File: src/rtl/irmse_pkg.sv
// ----------------------------------------------------------------------------
// irmse_pkg
// Shared constants and controller/datapath interface types for the
// interval RMSE accumulator.
// ----------------------------------------------------------------------------
package irmse_pkg;

  // Sample format: two's complement with FRACTION_BITS fraction bits
  localparam int SAMPLE_BITS   = 32;
  localparam int FRACTION_BITS = 16;
  localparam int COUNT_BITS    = 32;

  // Port widths fixed by the interface
  localparam int VALUE_W = 32;
  localparam int COUNT_W = 32;
  localparam int RMSE_W  = 32;

  // Accumulator and derived widths
  localparam int ACC_BITS   = 64;
  localparam int ROOT_BITS  = ACC_BITS / 2;
  localparam int DIV_STEPS  = ACC_BITS;
  localparam int SQRT_STEPS = ACC_BITS / 2;
  localparam int STEP_W     = $clog2(DIV_STEPS);

  // Commands from controller to datapath
  typedef struct packed {
    logic accept;      // input channel may take a word
    logic div_init;    // load dividend and clear remainder
    logic div_step;    // one quotient bit
    logic sqrt_init;   // load radicand from quotient
    logic sqrt_step;   // one root bit
    logic load;        // move result to output register, clear accumulators
  } cmd_t;

  // Status from datapath to controller
  typedef struct packed {
    logic last_pending;  // a last word is still in the front pipeline
    logic last_acc;      // the last word accumulates this cycle
    logic count_zero;    // no existing pair counted
    logic out_busy;      // output register holds a word that stays this cycle
  } status_t;

endpackage

File: src/rtl/irmse_ctrl.sv
// ----------------------------------------------------------------------------
// irmse_ctrl
// Sequencer: accumulate phase, then mean division, square root and
// result hand-off (division and square root skipped with no pair counted).
// ----------------------------------------------------------------------------
module irmse_ctrl (
  input  logic               clk_i,
  input  logic               rst_ni,
  input  irmse_pkg::status_t status_i,
  output irmse_pkg::cmd_t    cmd_o
);
  import irmse_pkg::*;

  localparam logic [2:0] ST_ACC    = 3'd0;
  localparam logic [2:0] ST_START  = 3'd1;
  localparam logic [2:0] ST_DIV    = 3'd2;
  localparam logic [2:0] ST_SQINIT = 3'd3;
  localparam logic [2:0] ST_SQRT   = 3'd4;
  localparam logic [2:0] ST_LOAD   = 3'd5;

  logic [2:0]        state_q, state_d;
  logic [STEP_W-1:0] cnt_q, cnt_d;

  // Next state and commands
  always_comb begin
    state_d = state_q;
    cnt_d   = cnt_q;
    cmd_o   = '0;
    unique case (state_q)
      ST_ACC: begin
        cmd_o.accept = ~status_i.last_pending;
        if (status_i.last_acc) begin
          state_d = ST_START;
        end
      end
      ST_START: begin
        cnt_d = '0;
        if (status_i.count_zero) begin
          state_d = ST_LOAD;
        end else begin
          cmd_o.div_init = 1'b1;
          state_d        = ST_DIV;
        end
      end
      ST_DIV: begin
        cmd_o.div_step = 1'b1;
        cnt_d          = cnt_q + 1'b1;
        if (cnt_q == STEP_W'(DIV_STEPS - 1)) begin
          state_d = ST_SQINIT;
        end
      end
      ST_SQINIT: begin
        cmd_o.sqrt_init = 1'b1;
        cnt_d           = '0;
        state_d         = ST_SQRT;
      end
      ST_SQRT: begin
        cmd_o.sqrt_step = 1'b1;
        cnt_d           = cnt_q + 1'b1;
        if (cnt_q == STEP_W'(SQRT_STEPS - 1)) begin
          state_d = ST_LOAD;
        end
      end
      ST_LOAD: begin
        if (!status_i.out_busy) begin
          cmd_o.load = 1'b1;
          state_d    = ST_ACC;
        end
      end
      default: begin
        state_d = ST_ACC;
      end
    endcase
  end

  always_ff @(posedge clk_i or negedge rst_ni) begin
    if (!rst_ni) begin
      state_q <= ST_ACC;
      cnt_q   <= '0;
    end else begin
      state_q <= state_d;
      cnt_q   <= cnt_d;
    end
  end

endmodule

File: src/rtl/irmse_dp.sv
// ----------------------------------------------------------------------------
// irmse_dp
// Datapath: difference, square and saturating accumulate pipeline,
// bit-serial divider, two-bit-per-step square root and output register.
// ----------------------------------------------------------------------------
module irmse_dp (
  input  logic                           clk_i,
  input  logic                           rst_ni,
  input  irmse_pkg::cmd_t                cmd_i,
  output irmse_pkg::status_t             status_o,
  input  logic                           in_valid_i,
  output logic                           in_ready_o,
  input  logic [irmse_pkg::VALUE_W-1:0]  expected_value_i,
  input  logic [irmse_pkg::VALUE_W-1:0]  lower_value_i,
  input  logic [irmse_pkg::VALUE_W-1:0]  upper_value_i,
  input  logic                           is_interval_i,
  input  logic                           exists_i,
  input  logic                           last_i,
  output logic                           out_valid_o,
  input  logic                           out_ready_i,
  output logic [irmse_pkg::RMSE_W-1:0]   rmse_o,
  output logic [irmse_pkg::COUNT_W-1:0]  used_count_o,
  output logic                           empty_error_o,
  output logic                           sum_saturated_o
);
  import irmse_pkg::*;

  localparam logic [COUNT_BITS-1:0] COUNT_MAX = '1;

  logic in_acc;
  assign in_ready_o = cmd_i.accept;
  assign in_acc     = in_valid_i & cmd_i.accept;

  // Stage A: difference magnitude
  logic signed [SAMPLE_BITS-1:0] exp_s, lo_s, hi_s, bound_s;
  logic signed [SAMPLE_BITS:0]   diff_s;
  logic        [SAMPLE_BITS:0]   mag_w;

  assign exp_s   = signed'(expected_value_i[SAMPLE_BITS-1:0]);
  assign lo_s    = signed'(lower_value_i[SAMPLE_BITS-1:0]);
  assign hi_s    = signed'(upper_value_i[SAMPLE_BITS-1:0]);
  assign bound_s = (is_interval_i && (hi_s < lo_s)) ? hi_s : lo_s;
  assign diff_s  = (SAMPLE_BITS+1)'(exp_s) - (SAMPLE_BITS+1)'(bound_s);
  assign mag_w   = diff_s[SAMPLE_BITS] ? unsigned'(-diff_s) : unsigned'(diff_s);

  logic                   a_vld_q, a_use_q, a_last_q;
  logic [SAMPLE_BITS-1:0] a_mag_q;

  always_ff @(posedge clk_i or negedge rst_ni) begin
    if (!rst_ni) begin
      a_vld_q <= 1'b0;
    end else begin
      a_vld_q <= in_acc;
    end
  end

  always_ff @(posedge clk_i) begin
    if (in_acc) begin
      a_use_q  <= exists_i;
      a_last_q <= last_i;
      a_mag_q  <= mag_w[SAMPLE_BITS-1:0];
    end
  end

  // Stage B: square
  logic                     b_vld_q, b_use_q, b_last_q;
  logic [2*SAMPLE_BITS-1:0] b_sq_q;

  always_ff @(posedge clk_i or negedge rst_ni) begin
    if (!rst_ni) begin
      b_vld_q <= 1'b0;
    end else begin
      b_vld_q <= a_vld_q;
    end
  end

  always_ff @(posedge clk_i) begin
    if (a_vld_q) begin
      b_use_q  <= a_use_q;
      b_last_q <= a_last_q;
      b_sq_q   <= a_mag_q * a_mag_q;
    end
  end

  // Saturating accumulate and pair count
  logic [ACC_BITS-1:0]   sum_q;
  logic [COUNT_BITS-1:0] count_q;
  logic                  sat_q;
  logic [ACC_BITS:0]     sum_ext;
  logic                  add_en;

  assign add_en  = b_vld_q & b_use_q;
  assign sum_ext = {1'b0, sum_q} + {1'b0, ACC_BITS'(b_sq_q)};

  always_ff @(posedge clk_i or negedge rst_ni) begin
    if (!rst_ni) begin
      sum_q   <= '0;
      count_q <= '0;
      sat_q   <= 1'b0;
    end else if (cmd_i.load) begin
      sum_q   <= '0;
      count_q <= '0;
      sat_q   <= 1'b0;
    end else if (add_en) begin
      if (sum_ext[ACC_BITS]) begin
        sum_q <= '1;
        sat_q <= 1'b1;
      end else begin
        sum_q <= sum_ext[ACC_BITS-1:0];
      end
      if (count_q != COUNT_MAX) begin
        count_q <= count_q + 1'b1;
      end
    end
  end

  // Restoring divider, one quotient bit per step
  logic [ACC_BITS-1:0]   quo_q;
  logic [COUNT_BITS-1:0] rem_q;
  logic [COUNT_BITS:0]   rem_sh, rem_sub;
  logic                  div_ge;

  assign rem_sh  = {rem_q, quo_q[ACC_BITS-1]};
  assign rem_sub = rem_sh - {1'b0, count_q};
  assign div_ge  = (rem_sh >= {1'b0, count_q});

  always_ff @(posedge clk_i) begin
    if (cmd_i.div_init) begin
      quo_q <= sum_q;
      rem_q <= '0;
    end else if (cmd_i.div_step) begin
      quo_q <= {quo_q[ACC_BITS-2:0], div_ge};
      rem_q <= div_ge ? rem_sub[COUNT_BITS-1:0] : rem_sh[COUNT_BITS-1:0];
    end
  end

  // Digit-by-digit square root, two radicand bits per step
  logic [ACC_BITS-1:0]  rad_q;
  logic [ROOT_BITS-1:0] root_q;
  logic [ROOT_BITS+1:0] srem_q;
  logic [ROOT_BITS+3:0] srem_sh, trial, srem_sub;
  logic                 sq_ge;

  assign srem_sh  = {srem_q, rad_q[ACC_BITS-1 -: 2]};
  assign trial    = (ROOT_BITS+4)'({root_q, 2'b01});
  assign sq_ge    = (srem_sh >= trial);
  assign srem_sub = srem_sh - trial;

  always_ff @(posedge clk_i) begin
    if (cmd_i.sqrt_init) begin
      rad_q  <= quo_q;
      root_q <= '0;
      srem_q <= '0;
    end else if (cmd_i.sqrt_step) begin
      rad_q  <= {rad_q[ACC_BITS-3:0], 2'b00};
      root_q <= {root_q[ROOT_BITS-2:0], sq_ge};
      srem_q <= sq_ge ? srem_sub[ROOT_BITS+1:0] : srem_sh[ROOT_BITS+1:0];
    end
  end

  // Output register
  logic                  out_vld_q;
  logic [RMSE_W-1:0]     rmse_q;
  logic [COUNT_W-1:0]    ucount_q;
  logic                  empty_q, osat_q;
  logic                  count_zero;

  assign count_zero = (count_q == '0);

  always_ff @(posedge clk_i or negedge rst_ni) begin
    if (!rst_ni) begin
      out_vld_q <= 1'b0;
    end else if (cmd_i.load) begin
      out_vld_q <= 1'b1;
    end else if (out_ready_i) begin
      out_vld_q <= 1'b0;
    end
  end

  always_ff @(posedge clk_i) begin
    if (cmd_i.load) begin
      rmse_q   <= count_zero ? '0 : RMSE_W'(root_q);
      ucount_q <= COUNT_W'(count_q);
      empty_q  <= count_zero;
      osat_q   <= sat_q & ~count_zero;
    end
  end

  assign out_valid_o     = out_vld_q;
  assign rmse_o          = rmse_q;
  assign used_count_o    = ucount_q;
  assign empty_error_o   = empty_q;
  assign sum_saturated_o = osat_q;

  // Status back to the controller
  assign status_o.last_pending = (a_vld_q & a_last_q) | (b_vld_q & b_last_q);
  assign status_o.last_acc     = b_vld_q & b_last_q;
  assign status_o.count_zero   = count_zero;
  assign status_o.out_busy     = out_vld_q & ~out_ready_i;

endmodule

File: src/rtl/interval_rmse_accumulator_top.sv
// Sequence: a last word raises out_valid_o after pipeline stages A and B,
//   start, 64 divider steps, radicand load, 32 square root steps and
//   hand-off, held while out_busy; an empty vector skips divider and root.
// Throughput: one word per cycle while accumulating; after a last word no
//   word is taken until the result enters the output register.
// Reset: rst_ni asynchronous active low clears accumulator, count and flags.
// ----------------------------------------------------------------------------
// interval_rmse_accumulator_top
// Streaming RMSE over expected/produced pairs with interval support.
// ----------------------------------------------------------------------------
module interval_rmse_accumulator_top (
  input  logic                           clk_i,
  input  logic                           rst_ni,
  input  logic                           in_valid_i,
  output logic                           in_ready_o,
  input  logic [irmse_pkg::VALUE_W-1:0]  expected_value_i,
  input  logic [irmse_pkg::VALUE_W-1:0]  lower_value_i,
  input  logic [irmse_pkg::VALUE_W-1:0]  upper_value_i,
  input  logic                           is_interval_i,
  input  logic                           exists_i,
  input  logic                           last_i,
  output logic                           out_valid_o,
  input  logic                           out_ready_i,
  output logic [irmse_pkg::RMSE_W-1:0]   rmse_o,
  output logic [irmse_pkg::COUNT_W-1:0]  used_count_o,
  output logic                           empty_error_o,
  output logic                           sum_saturated_o
);
  import irmse_pkg::*;

  cmd_t    cmd;
  status_t status;

  // Sequencer
  irmse_ctrl u_ctrl (
    .clk_i    (clk_i),
    .rst_ni   (rst_ni),
    .status_i (status),
    .cmd_o    (cmd)
  );

  // Arithmetic and storage
  irmse_dp u_dp (
    .clk_i            (clk_i),
    .rst_ni           (rst_ni),
    .cmd_i            (cmd),
    .status_o         (status),
    .in_valid_i       (in_valid_i),
    .in_ready_o       (in_ready_o),
    .expected_value_i (expected_value_i),
    .lower_value_i    (lower_value_i),
    .upper_value_i    (upper_value_i),
    .is_interval_i    (is_interval_i),
    .exists_i         (exists_i),
    .last_i           (last_i),
    .out_valid_o      (out_valid_o),
    .out_ready_i      (out_ready_i),
    .rmse_o           (rmse_o),
    .used_count_o     (used_count_o),
    .empty_error_o    (empty_error_o),
    .sum_saturated_o  (sum_saturated_o)
  );

endmodule
File: config.mk
export PLATFORM = sky130hd
export DESIGN_NAME = interval_rmse_accumulator_top
export DESIGN_NICKNAME = d
export VERILOG_FILES = /design/src/rtl/irmse_pkg.sv /design/src/rtl/irmse_ctrl.sv /design/src/rtl/irmse_dp.sv /design/src/rtl/interval_rmse_accumulator_top.sv
export SDC_FILE = /design/constraint.sdc
export NUM_CORES = 2
export LEC_CHECK = 0
export ABC_CLOCK_PERIOD_IN_PS = 8680
export BUFFER_PORTS_ARGS = -buffer_cell sky130_fd_sc_hd__clkbuf_2
export CORE_MARGIN = 2
export CORE_UTILIZATION = 50
export CTS_BUF_LIST = sky130_fd_sc_hd__clkbuf_4
export CTS_CLUSTER_DIAMETER = 60
export DETAILED_ROUTE_END_ITERATION = 6
export PLACE_DENSITY = 0.66
export SYNTH_ARGS = -nofsm -noshare
export SYNTH_HDL_FRONTEND = slang
export SYNTH_HIERARCHICAL = 1
export SYNTH_SLANG_ARGS = --single-unit
export TNS_END_PERCENT = 5
File: constraint.sdc
create_clock -name clk_i -period 8.68 [get_ports clk_i]
set_clock_uncertainty 0.15 [all_clocks]
set_input_delay 0.434 -clock clk_i [delete_from_list [all_inputs] [get_ports clk_i]]
set_output_delay 0.434 -clock clk_i [all_outputs]
set_load 0.05 [all_outputs]
* After elaboration in Yosys (flattened, before gate mapping) *
Index checks and enable logic that the tools add are counted.

operators by class
  magnitude comparators = 3
  bitwise logic cells = 10
  $add $sub $neg = 7
  mux-type cells = 34
  reductions and logical operators = 15
  multiply operators = 1
  equal/unequal tests = 12

operator list
  cell                     number
  $mux W64                 7
  $mux W32                 6
  $add A64 B64 Y65         1
  $mul A32 B32 Y64         1
  $ge A36 B34 Y1           1
  $mux W34                 1
  $sub A34 B34 Y34         1
  $ge A33 B32 Y1           1
  $sub A32 B32 Y33         1
  $add A32 B1 Y32 const B  1
  $logic_not A32 Y1        1
  $lt A32 B32 Y1           1
  $ne A32 B32 Y1 const B   1
  $neg A32 Y32             1
  $sub A32 B32 Y32         1
  $pmux W3 S6              1
  $mux W3                  5
  $reduce_bool A2 Y1       7
  $mux W1                  13
  $pmux W6 S2              1
  $add A6 B1 Y6 const B    1
  $and A1 B1 Y1            6
  $eq A3 B2 Y1 const B     2
  $eq A3 B3 Y1 const B     2
  12 further kinds         18

storage, ports and cells
  bits of input ports = 103
  bits in registers = 501
  word-level logic and storage cells = 105

* Depth between registers and ports, before layout *
  depth in word-level cells = 6
  mapped depth = 32
  depth with buffers taken out = 29

* Modules after synthesis *
The synthesis kept the hierarchy.

modules (own cells, without submodules)
  module      area an instance (um2)  cells each  times used  sequential area each (um2)
  irmse_dp    60450.5                 6319        1           13262.7
  irmse_ctrl  651.9                   76          1           225.2

* Worst setup path before layout *
No wires, ideal clock.

  path kind = register to register
  start = register u_dp.a_mag_q[3]
  end = register u_dp.b_sq_q[61] (data pin)
  data arrival time = 7661 ps
  library setup time = 180 ps
  slack = 689 ps
  stages on the path, launching flop included = 29
  path buffers = 3
  period minus slack after synthesis = 7991 ps
  cells stage by stage = edfxtp_1 > clkbuf_1 > clkbuf_1 > nand2_1 > fa_1 > fa_1 > inv_1 > fa_1 > inv_1 > fa_1 > inv_1 > fa_1 > fa_1 > fa_1 > inv_1 > fa_1 > inv_1 > ha_1 > clkbuf_1 > nand2_1 > o21ai_1 > o21bai_1 > a221oi_1 > or2_1 > a2111o_1 > a211o_1 > a211oi_2 > nor2b_1 > o311ai_1

on the way
  longest elaborated chain between the ends = 1

ends and longest elaborated chain
  item                    RTL line        source
  start, declared         irmse_dp.sv:47  logic [SAMPLE_BITS-1:0] a_mag_q;
  start signal, assigned  irmse_dp.sv:61  a_mag_q <= mag_w[SAMPLE_BITS-1:0];
  $mul A32 B32 Y64        irmse_dp.sv:81  b_sq_q <= a_mag_q * a_mag_q;
  end signal, assigned    irmse_dp.sv:81
  end, declared           irmse_dp.sv:67  logic [2*SAMPLE_BITS-1:0] b_sq_q;

No other way between the ends.
A chain may end at the register's enable or synchronous reset.

* Worst setup path after layout *
  start = register u_dp.a_mag_q[26]
  end = register u_dp.b_sq_q[61] (data pin)

The elaborated chain is that of the path after synthesis.

==> out/qor.csv <==
metric,value,unit
yosys warns,6,
final setup fails,0,
ys flop type,edfxtp_1,
global-route wire length before repair,246,mm
clock sink count,500,
first-pass iteration count of the detailed router,5,
Synth-to-Final Area Change,8.20,%
Via Count,45100,
Core Rows,128,
flop2flop setup slack,0.23,ns
IO Count,171,
synthesized area per cell,9.55,µm²
Slew headroom,24.0,%
pre-CTS WS,0.0918,ns
Worst Max-Slew Pin Slew,1.14,ns
met3 GRT Util,3.93,%
Seq cells post-synth,500,
Root Buffer,clkbuf_4,
Final Instance Area,0.0661,mm²
routing usage on met1,32.9,%
# fillers,11000,
Longest Clk Path Bufs,3,
syn nets,7791,
number of DRC markers in iteration 0,2857,
delay of the slowest cell on the worst path,0.81,ns
final worst slack,0.229,ns
core area,0.122,mm²
sequential area share after synthesis,22.1,%
vias in the first global route,46800,
crit path DAT,9.10,ns
GR peak layer,met2,
Hold WC Path Type,input port to register,
startpoint types,register,
Final ANT Viol Nets,0,
DR DRC count,0,
crit-path max FO,12,
post-synthesis async set-or-reset flop share,21.8,%
GRT Overall Usage,24.2,%
Placed Instance Area,0.0637,mm²
GPL Wtd Cong,0.908,
Die Y,354,µm
Crit Path Category,register to register,
CP endpoint kind,register,
Wirelength per Cell,18.0,µm
drt total wl,149,mm
Port-buffer cells,170,
Final #Nets,7961,
Starting Density,50.3,%
Hold Path Depth,4,
Hold Path End,u_dp/a_mag_q[22],
die area,0.125,mm²
antenna violations before repair,4,
final slew viol count,0,
met2 usage,40.3,%
RSZ-0062 raised after global routing,true,
Worst-path clk slew,0.06,ns
layout cells sized above 1,11.1,%
reg2reg start,u_dp/a_mag_q[26],
final worst path period share,97.4,%
Synth Instances,6395,
"most used cell, CP",fa_1,
DPL Wire Length,119,mm
CP Cell Sequence,"and2_1, ha_1, a31o_2, fa_1, inv_1, fa_1, fa_1, inv_1, fa_1, fa_1, fa_1, fa_1, ha_1, and3_1, nand2_1, o31a_1, a2111o_1, a211o_1, a211oi_2, nor2b_1, o311ai_1",
H-tree levels,4,
Max Cap Violations,0,
Post-synth EDFFs,293,
min Tclk post-route,8.45,ns
"Distinct cells, synth",100,
HP Start,expected_value_i[22],
Die X,354,µm
Max Fclk,118,MHz
worst path required time,9.33,ns
"Remaining Overflow, GRT",0,
drt via density,5.43,
status,finished clean,
"Slowest-stage cell, CP",edfxtp_1,
Reg2Reg Depth,21,
CTS tree,built,
Post-Syn Area,0.0611,mm²
reg2reg end,u_dp/b_sq_q[61],
Final Hold Viols,0,
Num CTS Buffers,136,
Skew-Pair Late Insertion Delay,1.06,ns
pin count of the biggest net entering global routing,91,
[metal layers]
layer	wire length, µm	vias to the layer above
met5	12	-
met4	3440	2
met3	8090	226
met2	70300	1120
met1	67600	22100
li1	-	21600
[cell usage after synthesis, types with 41 or more instances]
cell | count | area, µm²
a211oi_1 | 91 | 683
a21o_1 | 159 | 1190
a21oi_1 | 312 | 1560
a221o_1 | 58 | 581
a31oi_1 | 44 | 275
and2_1 | 253 | 1580
and3_1 | 46 | 288
clkbuf_1 | 254 | 953
dfrtp_1 | 109 | 2730
dfxtp_1 | 98 | 1960
edfxtp_1 | 293 | 8800
fa_1 | 795 | 15900
ha_1 | 498 | 6230
inv_1 | 1135 | 4260
mux2_2 | 135 | 1520
mux2i_1 | 69 | 691
nand2_1 | 479 | 1800
nand2b_1 | 41 | 257
nand3_1 | 103 | 515
nand4_1 | 92 | 576
nor2_1 | 326 | 1220
nor2b_1 | 43 | 269
nor3_1 | 60 | 300
o211ai_1 | 49 | 368
o21ai_0 | 131 | 656
xnor2_1 | 180 | 1580
xor2_1 | 114 | 998
[stage by stage]
| stage | hold slack (ns) | utilization [%] | cells | TNS [ns] |
|---|---|---|---|---|
| after floorplan | -0.0116 | - | 6395 | 0 |
| after global placement | 0.250 | 52.4 | 7995 | 0 |
| after detailed placement | 0.281 | 52.4 | 7995 | 0 |
| after CTS | 0.00131 | 54.2 | 8280 | 0 |
| after global routing | 0.161 | 54.4 | 8304 | -0.0922 |
| final | 0.173 | 54.4 | 8305 | 0 |
[registers in the layout, indices dropped and copies added (netlist names), 3 cells and up]
name               flops
u_dp/a_mag_q          32
u_dp/rmse_o           32
u_dp/rad_q            64
u_dp/rem_q            32
u_dp/srem_q           34
u_dp/root_q           32
u_dp/b_sq_q           63
u_dp/count_q          32
u_dp/quo_q            64
u_ctrl/cnt_q           6
u_dp/used_count_o     32
u_ctrl/state_q         3
u_dp/sum_q            64
[how the worst max path moves through the flow]
stage,start,slack [ns],cells past startpoint,to
floorplan,u_dp/a_mag_q[3],0.69,28,u_dp/b_sq_q[61]
global placement,u_dp/a_mag_q[15],0.26,24,u_dp/b_sq_q[61]
detailed placement,u_dp/a_mag_q[15],0.09,24,u_dp/b_sq_q[61]
CTS,u_dp/a_mag_q[15],0.02,24,u_dp/b_sq_q[61]
global route,u_dp/a_mag_q[15],-0.09,26,u_dp/b_sq_q[61]
finish,u_dp/a_mag_q[26],0.23,21,u_dp/b_sq_q[61]
[cell type report]
type                    count  area, µm²  area share, %
diodes                      5       12.5         0.0189
clock buffers             189       1420           2.15
clock inverters            59        344          0.520
inverters                1138       4270           6.46
multi-input cells        4457      42300           64.0
flip-flops and latches    500      13500           20.4
well taps                1625       2030           3.08
repair buffers            332       2250           3.41
[placed cells by master (no fill, tap or decap), types with 159 or more instances in the layout]
cell type / n
xnor2_1: 180
nand2_1: 479
fa_1: 795
clkbuf_4: 189
ha_1: 495
a21oi_1: 311
edfxtp_1: 293
inv_1: 1134
and2_1: 252
clkbuf_2: 169
nor2_1: 317
a21o_1: 159
[cell families after synthesis]
logic type / after synthesis / synth area share (%)
adders and majority gates: 1293 / 36.2
xor gates and xnor gates: 294 / 4.21
and+or+nand+nor: 1542 / 12.4
muxes: 204 / 3.62
DFF: 500 / 22.1
AOI/OAI and AO/OA: 1124 / 12.5
buffers and inverters: 1438 / 8.93
[worst max-delay path: cells and delay by family, from the launching register on]
kind | cells | cell delay (ns)
flip-flops | 1 | 0.81
AO/OA/AOI/OAI | 6 | 2.10
buffers and inverters | 2 | 0.10
AND/OR/NAND/NOR | 4 | 0.68
adder cells (fa/ha/maj) | 9 | 4.35
[repair_timing]
item	in CTS	in global routing
hold buffers	37	0
setup buffers	0	20
resized for setup	0	17
setup endpoints to repair	0	10
hold endpoints to repair	113	0
Power is not shown: default switching activity piles up to over one toggle a cycle in this logic, so the estimate is an artifact.
